File: src/rtl/line_rasterizer_core_assert.svh
// Assertion macros for the line rasterizer core.
`ifndef LINE_RASTERIZER_CORE_ASSERT_SVH
`define LINE_RASTERIZER_CORE_ASSERT_SVH
`ifndef SYNTHESIS
// Same-cycle implication, checked outside reset.
`define LRC_ASSERT_IMP(label, clk, rst, ante, cons) \
   label: assert property (@(posedge clk) disable iff (rst) (ante) |-> (cons)) \
      else $error("line rasterizer: same-cycle check failed");
// Next-cycle implication, checked outside reset.
`define LRC_ASSERT_NEXT(label, clk, rst, ante, cons) \
   label: assert property (@(posedge clk) disable iff (rst) (ante) |=> (cons)) \
      else $error("line rasterizer: next-cycle check failed");
`else
`define LRC_ASSERT_IMP(label, clk, rst, ante, cons)
`define LRC_ASSERT_NEXT(label, clk, rst, ante, cons)
`endif
`endif

File: src/rtl/lrc_pkg.sv
// Shared types and constants of the line rasterizer core.
`timescale 1ns / 1ps
package lrc_pkg;

   // Port field width and the number of coordinate bits actually used
   localparam int FieldBits = 6;
   localparam int CoordBits = 6;
   // Error term: signed, headroom for twice the largest delta plus sign
   localparam int ErrBits   = CoordBits + 4;

   typedef enum logic [0:0] {
      LRC_IDLE,
      LRC_WALK
   } lrc_state_type;

   // Commands from the controller to the datapath
   typedef struct packed {
      logic load;
      logic emit;
   } lrc_cmd_type;

   // Status from the datapath to the controller
   typedef struct packed {
      logic slot_free;
      logic at_last;
   } lrc_status_type;

endpackage

File: src/rtl/lrc_ctrl.sv
// Controller state machine: takes a line, then walks it one pixel a cycle while the output register can take the pixel.
`timescale 1ns / 1ps
module lrc_ctrl (
   input  logic                    clock,
   input  logic                    reset,
   input  logic                    req_valid,
   output logic                    req_stall,
   input  lrc_pkg::lrc_status_type status,
   output lrc_pkg::lrc_cmd_type    cmd
);

   lrc_pkg::lrc_state_type state_ff;
   lrc_pkg::lrc_state_type state_in;

   // State register
   always_ff @(posedge clock) begin
      if (reset) begin
         state_ff <= lrc_pkg::LRC_IDLE;
      end else begin
         state_ff <= state_in;
      end
   end

   // Next state and commands
   always_comb begin
      state_in  = state_ff;
      req_stall = 1'b1;
      cmd       = '0;
      case (state_ff)
         lrc_pkg::LRC_IDLE: begin
            req_stall = 1'b0;
            if (req_valid) begin
               cmd.load = 1'b1;
               state_in = lrc_pkg::LRC_WALK;
            end
         end
         lrc_pkg::LRC_WALK: begin
            // advance only when the output register can take the pixel
            if (status.slot_free) begin
               cmd.emit = 1'b1;
               if (status.at_last) begin
                  state_in = lrc_pkg::LRC_IDLE;
               end
            end
         end
         default: begin
            state_in = lrc_pkg::LRC_IDLE;
         end
      endcase
   end

endmodule

File: src/rtl/lrc_datapath.sv
// Datapath: endpoint setup, Bresenham stepping and the output register.
`timescale 1ns / 1ps
`include "line_rasterizer_core_assert.svh"
module lrc_datapath (
   input  logic                                clock,
   input  logic                                reset,
   input  lrc_pkg::lrc_cmd_type                cmd,
   output lrc_pkg::lrc_status_type             status,
   input  logic [lrc_pkg::FieldBits-1:0]       req_x_start,
   input  logic [lrc_pkg::FieldBits-1:0]       req_y_start,
   input  logic [lrc_pkg::FieldBits-1:0]       req_x_end,
   input  logic [lrc_pkg::FieldBits-1:0]       req_y_end,
   output logic                                rsp_valid,
   input  logic                                rsp_stall,
   output logic [lrc_pkg::FieldBits-1:0]       rsp_pixel_x,
   output logic [lrc_pkg::FieldBits-1:0]       rsp_pixel_y,
   output logic                                rsp_last_pixel
);

   localparam int CB = lrc_pkg::CoordBits;
   localparam int EB = lrc_pkg::ErrBits;

   // Masked endpoints
   logic [CB-1:0] xa, ya, xb, yb;
   logic [CB-1:0] adx, ady;
   logic          shallow;
   logic [CB-1:0] maj_lo, maj_hi, min_lo, min_hi;
   logic [CB-1:0] dmaj, dmin;
   logic          neg;
   logic signed [EB-1:0] err_init;

   // Walk state
   logic [CB-1:0]        major_ff, major_in;
   logic [CB-1:0]        minor_ff, minor_in;
   logic [CB-1:0]        major_hi_ff;
   logic [CB-1:0]        dmaj_ff, dmin_ff;
   logic                 neg_ff, shallow_ff;
   logic signed [EB-1:0] err_ff, err_in;
   logic                 err_pos;

   // Output register
   logic                 rsp_valid_ff, rsp_valid_in;
   logic [CB-1:0]        rsp_x_ff, rsp_y_ff;
   logic                 rsp_last_ff;

   // Set up the line: pick the major axis and order the endpoints
   always_comb begin
      xa = req_x_start[CB-1:0];
      ya = req_y_start[CB-1:0];
      xb = req_x_end[CB-1:0];
      yb = req_y_end[CB-1:0];
      adx = (xb > xa) ? (xb - xa) : (xa - xb);
      ady = (yb > ya) ? (yb - ya) : (ya - yb);
      shallow = (ady < adx);
      if (shallow) begin
         if (xa > xb) begin
            maj_lo = xb; min_lo = yb; maj_hi = xa; min_hi = ya;
         end else begin
            maj_lo = xa; min_lo = ya; maj_hi = xb; min_hi = yb;
         end
      end else begin
         if (ya > yb) begin
            maj_lo = yb; min_lo = xb; maj_hi = ya; min_hi = xa;
         end else begin
            maj_lo = ya; min_lo = xa; maj_hi = yb; min_hi = xb;
         end
      end
      dmaj = maj_hi - maj_lo;
      neg  = (min_hi < min_lo);
      dmin = neg ? (min_lo - min_hi) : (min_hi - min_lo);
      err_init = $signed(EB'({dmin, 1'b0})) - $signed(EB'(dmaj));
   end

   // Step the minor axis when the error term is strictly positive
   always_comb begin
      err_pos  = !err_ff[EB-1] && (err_ff != '0);
      major_in = major_ff + CB'(1);
      minor_in = minor_ff;
      err_in   = err_ff + $signed(EB'({dmin_ff, 1'b0}));
      if (err_pos) begin
         minor_in = neg_ff ? (minor_ff - CB'(1)) : (minor_ff + CB'(1));
         err_in   = err_ff + $signed(EB'({dmin_ff, 1'b0}))
                           - $signed(EB'({dmaj_ff, 1'b0}));
      end
   end

   // Load a new line or advance one pixel
   always_ff @(posedge clock) begin
      if (cmd.load) begin
         major_ff    <= maj_lo;
         minor_ff    <= min_lo;
         major_hi_ff <= maj_hi;
         dmaj_ff     <= dmaj;
         dmin_ff     <= dmin;
         neg_ff      <= neg;
         shallow_ff  <= shallow;
         err_ff      <= err_init;
      end else if (cmd.emit) begin
         major_ff <= major_in;
         minor_ff <= minor_in;
         err_ff   <= err_in;
      end
   end

   // Output register: fill on emit, drop after the transfer
   always_comb begin
      rsp_valid_in = rsp_valid_ff && rsp_stall;
      if (cmd.emit) begin
         rsp_valid_in = 1'b1;
      end
   end

   always_ff @(posedge clock) begin
      if (reset) begin
         rsp_valid_ff <= 1'b0;
      end else begin
         rsp_valid_ff <= rsp_valid_in;
      end
   end

   always_ff @(posedge clock) begin
      if (cmd.emit) begin
         rsp_x_ff    <= shallow_ff ? major_ff : minor_ff;
         rsp_y_ff    <= shallow_ff ? minor_ff : major_ff;
         rsp_last_ff <= (major_ff == major_hi_ff);
      end
   end

   assign status.slot_free = !rsp_valid_ff || !rsp_stall;
   assign status.at_last   = (major_ff == major_hi_ff);

   assign rsp_valid      = rsp_valid_ff;
   assign rsp_pixel_x    = lrc_pkg::FieldBits'(rsp_x_ff);
   assign rsp_pixel_y    = lrc_pkg::FieldBits'(rsp_y_ff);
   assign rsp_last_pixel = rsp_last_ff;

   // A pixel is never pushed over one still waiting for its transfer
   `LRC_ASSERT_IMP(a_emit_free, clock, reset, cmd.emit, !rsp_valid_ff || !rsp_stall)
   // Each non-final pixel advances the major axis by one
   `LRC_ASSERT_NEXT(a_major_step, clock, reset, cmd.emit && !status.at_last && !cmd.load, major_ff == $past(major_ff) + CB'(1))
   // A loaded line starts at or below its end on the major axis
   `LRC_ASSERT_NEXT(a_load_order, clock, reset, cmd.load, major_ff <= major_hi_ff)

endmodule

File: src/rtl/line_rasterizer_core.sv
// Top level of the line rasterizer core: controller plus datapath.
`timescale 1ns / 1ps
// Usage:
//   The req_ channel takes one line as two endpoints (x_start, y_start,
//   x_end, y_end). A transfer happens at a clock edge with req_valid high
//   and req_stall low. The rsp_ channel returns one pixel per transfer,
//   ordered along the increasing major axis, with rsp_last_pixel high on
//   the final pixel of the line.
//   First pixel: setup is combinational in the transfer cycle, which loads
//   the walk registers; the first stepping cycle then fills the output
//   register, which presents the pixel.
//   Throughput: a line of N pixels (1 to 64) is taken, then the stepping
//   loop yields one pixel per cycle while the receiver does not stall.
//   A new line is taken as soon as its final pixel sits in the output
//   register.
//   Stall: while rsp_stall is high with a pixel waiting, the output register
//   holds it and the loop waits; req_stall stays high for the whole walk.
//   Reset (synchronous, active high) returns to idle and drops any pixel
//   waiting in the output register; the next line may follow at once.
module line_rasterizer_core (
   input  logic                          clock,
   input  logic                          reset,
   input  logic                          req_valid,
   output logic                          req_stall,
   input  logic [lrc_pkg::FieldBits-1:0] req_x_start,
   input  logic [lrc_pkg::FieldBits-1:0] req_y_start,
   input  logic [lrc_pkg::FieldBits-1:0] req_x_end,
   input  logic [lrc_pkg::FieldBits-1:0] req_y_end,
   output logic                          rsp_valid,
   input  logic                          rsp_stall,
   output logic [lrc_pkg::FieldBits-1:0] rsp_pixel_x,
   output logic [lrc_pkg::FieldBits-1:0] rsp_pixel_y,
   output logic                          rsp_last_pixel
);

   lrc_pkg::lrc_cmd_type    cmd;
   lrc_pkg::lrc_status_type status;

   // Sequence the walk
   lrc_ctrl u_ctrl (
      .clock     (clock),
      .reset     (reset),
      .req_valid (req_valid),
      .req_stall (req_stall),
      .status    (status),
      .cmd       (cmd)
   );

   // Set up, step and register the pixels
   lrc_datapath u_datapath (
      .clock          (clock),
      .reset          (reset),
      .cmd            (cmd),
      .status         (status),
      .req_x_start    (req_x_start),
      .req_y_start    (req_y_start),
      .req_x_end      (req_x_end),
      .req_y_end      (req_y_end),
      .rsp_valid      (rsp_valid),
      .rsp_stall      (rsp_stall),
      .rsp_pixel_x    (rsp_pixel_x),
      .rsp_pixel_y    (rsp_pixel_y),
      .rsp_last_pixel (rsp_last_pixel)
   );

endmodule
File: config.mk
export PLATFORM = sky130hd
export DESIGN_NAME = line_rasterizer_core
export DESIGN_NICKNAME = d
export VERILOG_FILES = /design/src/rtl/lrc_pkg.sv /design/src/rtl/lrc_ctrl.sv /design/src/rtl/lrc_datapath.sv /design/src/rtl/line_rasterizer_core.sv
export VERILOG_INCLUDE_DIRS = /design/src /design/src/rtl
export SDC_FILE = /design/constraint.sdc
export NUM_CORES = 1
export LEC_CHECK = 0
export ABC_AREA = 1
export ABC_CLOCK_PERIOD_IN_PS = 12850
export BUFFER_PORTS_ARGS = -buffer_cell sky130_fd_sc_hd__buf_2
export CORE_UTILIZATION = 50
export DETAILED_ROUTE_END_ITERATION = 8
export PLACE_DENSITY_LB_ADDON = 0.05
export REMOVE_ABC_BUFFERS = 1
export SYNTH_ARGS = -nofsm -noshare
export SYNTH_HDL_FRONTEND = slang
export SYNTH_SLANG_ARGS = --single-unit
File: constraint.sdc
create_clock -name clock -period 12.85 [get_ports clock]
set_input_delay 2.57 -clock clock [delete_from_list [all_inputs] [get_ports clock]]
set_output_delay 2.57 -clock clock [all_outputs]
set_load 0.02 [all_outputs]
* Word-level counts from Yosys, hierarchy flattened
Index checks and enable logic that the tools add are counted.
Widths: inputs -> output; s select.
** Word-level totals
- Flip-flop bits (word level) :: 57
- Input port bits :: 28
- Output and inout port bits :: 15
- Logic and storage cells :: 79
** Operators by class
- Add/subtract/negate cells :: 13
- $lt $le $gt $ge :: 6
- Eq/ne operators :: 1
- Multiplexer cells :: 35
- Bitwise logic cells :: 1
- Reduce and logical (&&, ||, !) cells :: 10
** Operators with widths (count)
- $mux 6 :: 23
- $sub 6x6->6 :: 7
- $mux 10 :: 3
- $gt 6x6->1 :: 4
- $add 6x1->6 const B :: 2
- $lt 6x6->1 :: 2
- $add 10x8->10 :: 1
- $reduce_bool 10->1 :: 1
- $sub 10x8->10 :: 1
- $mux 1 :: 8
- $sub 7x6->8 :: 1
- $eq 6x6->1 :: 1
- $sub 6x1->6 const B :: 1
- $reduce_bool 2->1 :: 2
- $logic_not 1->1 :: 3
- $logic_and 1x1->1 :: 2
- $pmux 1 s2 :: 1
- $reduce_and 2->1 :: 1
- $logic_or 1x1->1 :: 1
- $not 1->1 :: 1

* Longest topological paths before layout
- Depth in word-level cells :: 8
- Mapped depth :: 44
- Gate-level depth less buffers :: 44

* Cells and area by module
Synthesis repeated with hierarchy kept, for this count alone.
** Second synthesis, totals
- Cell total of the unflattened synthesis :: 767
- Area total of the unflattened synthesis :: 5874.4 um^2
** Modules (own cells, without submodules)
- lrc_datapath :: instances 1, cells an instance 757, area each 5819.3 um^2, sequential area each 1671.6 um^2
- lrc_ctrl :: instances 1, cells an instance 10, area each 55.1 um^2, sequential area each 20.0 um^2

* Worst setup path before layout
No wires, ideal clock.
- Path kind :: in2reg
- Start :: input port req_y_end[0] (netlist name)
- End :: register u_datapath.err_ff[6], data pin
- Library setup time :: 0.254 ns
- Arrival time :: 8.037 ns
- Data required time :: 12.596 ns
- Setup slack :: 4.559 ns
- Stages on the path :: 43
- Buffers on the path :: 2
- Path through :: inv_1 ha_1 inv_1 fa_1 inv_1 o21ai_0 a221o_1 nand2_1 nand2_1 o21ai_0 xor2_1 inv_1 ha_1 nand2_1 nor2_1 nand2_1 nand3_2 buf_1 [... 7 more ...] inv_1 nand2_2 nand2_1 nand2_2 o21ai_0 xor2_1 inv_1 ha_1 a21oi_1 o21ai_0 a21oi_1 inv_1 a21oi_1 inv_1 nand3_1 nand2_1 nand2_1 nand2_1
** Between the ends
- Word-level cells in the longest chain between the ends :: 8
- Elaborated cells on any way between the ends :: 23
- Classes of those cells :: add/sub: 6; order compare: 4; mux: 13
** Ends and longest elaborated chain
- start: declaration :: line line_rasterizer_core.sv:28 : input logic [lrc_pkg::FieldBits-1:0] req_y_end,
- $sub 6x6->6 or $gt 6x6->1 (tied branches) :: line lrc_datapath.sv:53 : ady = (yb > ya) ? (yb - ya) : (ya - yb);
- $mux 6 :: line lrc_datapath.sv:53
- $lt 6x6->1 :: line lrc_datapath.sv:54 : shallow = (ady < adx);
- $mux 6 :: line lrc_datapath.sv:55 : if (shallow) begin
- $sub 6x6->6 or $lt 6x6->1 (tied branches) :: line lrc_datapath.sv:70, lrc_datapath.sv:69
- $mux 6 * :: line lrc_datapath.sv:70 : dmin = neg ? (min_lo - min_hi) : (min_hi - min_lo);
- via u_datapath.dmin[2] :: line lrc_datapath.sv:28 : logic [CB-1:0] dmaj, dmin;
- $sub 7x6->8 * :: line lrc_datapath.sv:71 : err_init = $signed(EB'({dmin, 1'b0})) - $signed(EB'(dmaj));
- $mux 10 * :: line lrc_datapath.sv:89 : if (cmd.load) begin
- end signal: assignment :: line lrc_datapath.sv:97 : err_ff <= err_init;
- end signal: assignment :: line lrc_datapath.sv:101 : err_ff <= err_in;
- end: declaration :: line lrc_datapath.sv:38 : logic signed [EB-1:0] err_ff, err_in;
Mark *: on every way through the listed nets, which the timed path passes. The rest lies on a longest branch.
A chain may end at the register's enable or synchronous reset.

* Worst setup path after layout
Same ends and word-level chain as after synthesis.

==> flow_metrics.env <==
export IMPL_run_status="complete, no violations"
export IMPL_mean_routed_wirelength_per_cell_um=16.4
export IMPL_dp_hpwl_mm=12.3
export IMPL_timing_max_slew_rel_slack=0.276
export IMPL_synth_simple_gate_area_frac=0.200
export IMPL_cts_tree="done"
export IMPL_drv_cap=0
export IMPL_worst_ep_required_time_ns=12.94
export IMPL_io_pins=43
export IMPL_finClkSkew_ns=0.00959
export IMPL_highest_layer="met4"
export IMPL_synthXorXnorAreaFrac=0.0583
export IMPL_die_y_um=110
export IMPL_yosys_most_used_dff="edfxtp_1"
export IMPL_die_w_um=110
export IMPL_synth_top_family_by_area="simple AND/OR/NAND/NOR gates"
export IMPL_rsz0062_at_grt="no"
export IMPL_drt_pre_antenna_iters=5
export IMPL_root_buffer="clkbuf_16"
export IMPL_clk_path_buf_depth=2
export IMPL_dr_first_iter_drc_count=413
export IMPL_antenna_diode_instance_count=0
export IMPL_cts_made_buffers=9
export IMPL_met1Wirelength_mm=7.10
export IMPL_grt_antenna_before_repair=0
export IMPL_postSynthCellCount=762
export IMPL_initial_core_util=0.513
export IMPL_globalplace_congestion=0.936
export IMPL_synth_mux_area_frac=0.00534
export IMPL_syn2layout_area_growth_pct=10.6
export IMPL_cts_reportedPaths_clkPinSlew_ns=0.06
export IMPL_async_reset_ff_frac=0
export IMPL_count_of_input_and_output_buffers=42
export IMPL_post_route_min_period_ns=8.84
export IMPL_timing_worst_slew_pin_value_ns=1.09
export IMPL_synth_compound_area_frac=0.178
export IMPL_grt_overflow_total=0
export IMPL_fin_worst_hold_slack_ns=0.482
export IMPL_synth_yosys_seq_area_share=0.289
export IMPL_setup_fix_bufs_post_cts=0
export IMPL_drc_errors=0
export IMPL_clk_latency_ns=0.33
export IMPL_final_hold_violation_count=0
export IMPL_critPathLaunchType="primary input"
export IMPL_htree_num_levels=3
export IMPL_grt_pass1_vias=4913
export IMPL_grt_pass1_wl_mm=24.5
export IMPL_tns_ns=0
export IMPL_clock_sinks=57
export IMPL_detailroute_via_count=5191
export IMPL_ctsHoldBuffers=0
export IMPL_synth_largest_type_area_fraction=0.282
export IMPL_critical_path_slowest_cell="o31ai_1"
export IMPL_critical_path_max_fanout=28
export IMPL_post_cts_resized=0
export IMPL_final_fill_count=1083
export IMPL_ant_nets=0
export IMPL_core_region_area_mm2=0.0114
export IMPL_synth_top_cells_by_area="edfxtp_1 28%, ha_1 13%, inv_1 7.9%"
export IMPL_ys_warn_count=0
export IMPL_worstPathArrival_ns=8.93
export IMPL_synth_edf_count=55
export IMPL_synth_top_area_cell="edfxtp_1"
export IMPL_total_setup_violations_reported_at_the_end_of_the_flow=0
export IMPL_cp_end_kind="flop"
export IMPL_final_report_max_slew_violation_count=0
export IMPL_design_die_area_mm2=0.0122
export IMPL_placementRows=39
export IMPL_mappedNetlistArea_mm2=0.00586
export IMPL_hp_class="reg2reg"
export IMPL_detail_route_wirelength_mm=15.5
export IMPL_yosys_register_bits=57
export IMPL_wl_met3_um=872
export IMPL_path_class="in2reg"
export IMPL_crit_top_cell="inv_1"
export IMPL_crit_path_max_incr_delay_ns=0.67
export IMPL_maximum_number_of_pins_on_one_net_before_global_route_repair=43
export IMPL_timing_final_crit_share=0.688
export IMPL_final_nets=898
export IMPL_synth_distinct_cells=44
export IMPL_fmax_mhz=113
export IMPL_route_met2_wl_mm=7.34
export IMPL_synthesis_area_per_instance_um2=7.69
export IMPL_fraction_of_layout_instances_using_a_drive_strength_above_1=0.119
export IMPL_vias_per_cell=5.50
export IMPL_grt_util_all_layers=0.268
export IMPL_synth_fa_ha_area_frac=0.172
[state kept, by name, indices dropped and copies added, names as in the netlist]
signal                     count
u_datapath.rsp_pixel_x         6
u_datapath.minor_ff            6
u_datapath.major_ff            6
u_datapath.rsp_valid           1
u_datapath.err_ff             10
u_datapath.shallow_ff          1
u_datapath.dmaj_ff             6
u_datapath.neg_ff              1
u_datapath.rsp_last_pixel      1
u_datapath.major_hi_ff         6
u_datapath.rsp_pixel_y         6
u_datapath.dmin_ff             6
u_ctrl.state_ff                1
[routing by layer]
layer,vias to the layer above,global-route usage
li1,2617,-
met2,154,0.444
met1,2406,0.366
met3,14,0.0370
met5,-,0
met4,0,0.0695
[layout make-up]
cell class                      count  area [um^2]  share of cell area
Multi-Input combinational cell    558         3600               0.555
Sequential cell                    57         1690               0.261
Inverter                          127          477              0.0735
Clock buffer                       14          284              0.0438
Timing Repair Buffer               43          218              0.0336
Tap cell                          143          179              0.0276
Clock inverter                      2         35.0             0.00540
[through the flow]
step / std cells / setup WS (ns) / utilization / area [um^2]
floorplan: 742 / 4.80 / - / 5770
global placement: 928 / 3.85 / 0.540 / 6170
detailed placement: 928 / 3.73 / 0.540 / 6170
CTS: 944 / 4.05 / 0.568 / 6490
global route: 944 / 3.41 / 0.568 / 6490
finish: 944 / 4.01 / 0.568 / 6490
[synthesized netlist by cell type (all sizes together), types with 6 or more instances]
cell type	count
nand2	141
inv	126
o21ai	90
a21oi	71
ha	63
edfxtp	55
nor2	51
nand3	45
xor2	29
buf	12
fa	11
xnor2	10
clkbuf	8
o211ai	6
[worst max-delay path, delay by kind of cell]
family	cells	cell delay, ns
AO/OA/AOI/OAI	11	2.31
adder cells (fa/ha/maj)	5	1.57
AND/OR/NAND/NOR	11	1.35
buffers and inverters	9	0.69
XOR/XNOR	2	0.40
[kinds of logic (layout without fill, tap and decap cells)]
group                      count (synthesis)  in the layout
buffers and inverters                    147            186
muxes                                      3              3
adders and majority gates                 74             74
and+or+nand+nor                          252            252
DFF                                       57             57
xor gates and xnor gates                  39             39
AOI/OAI and AO/OA                        190            190
[final timing paths]
kind	endpoint	cells after the start	slack, ns	from
worst min register to register	u_datapath.rsp_valid	2	0.48	u_datapath.rsp_valid
worst max register to register	u_datapath.err_ff[9]	14	9.67	u_datapath.err_ff[1]
worst max-delay path	u_datapath.err_ff[6]	38	4.01	req_y_end[0]
worst min-delay path	u_datapath.rsp_valid	2	0.48	u_datapath.rsp_valid
[cells in the final DEF (no fill, tap or decap), drive strengths merged]
master / netlist / routed
nor4: 1 / 1
o22ai: 3 / 3
a221oi: 1 / 1
a31oi: 3 / 3
o211ai: 6 / 6
clkinv: 1 / 2
nand4: 4 / 4
ha: 63 / 63
a22oi: 2 / 2
nand3b: 3 / 3
fa: 11 / 11
buf: 12 / 43
nand3: 45 / 45
a221o: 2 / 2
xor2: 29 / 29
o21bai: 3 / 3
nor3: 5 / 5
mux2i: 2 / 2
mux2: 1 / 1
o31ai: 3 / 3
nand2: 141 / 141
a21oi: 71 / 71
and2: 2 / 2
xnor2: 10 / 10
edfxtp: 55 / 55
o21a: 1 / 1
inv: 126 / 126
clkbuf: 8 / 14
a32oi: 5 / 5
nor2: 51 / 51
dfxtp: 2 / 2
bufinv: 0 / 1
o21ai: 90 / 90
Power is left out: the tool's default activity adds up to more than one toggle a clock period on the data nets, which glitch-free logic cannot reach.
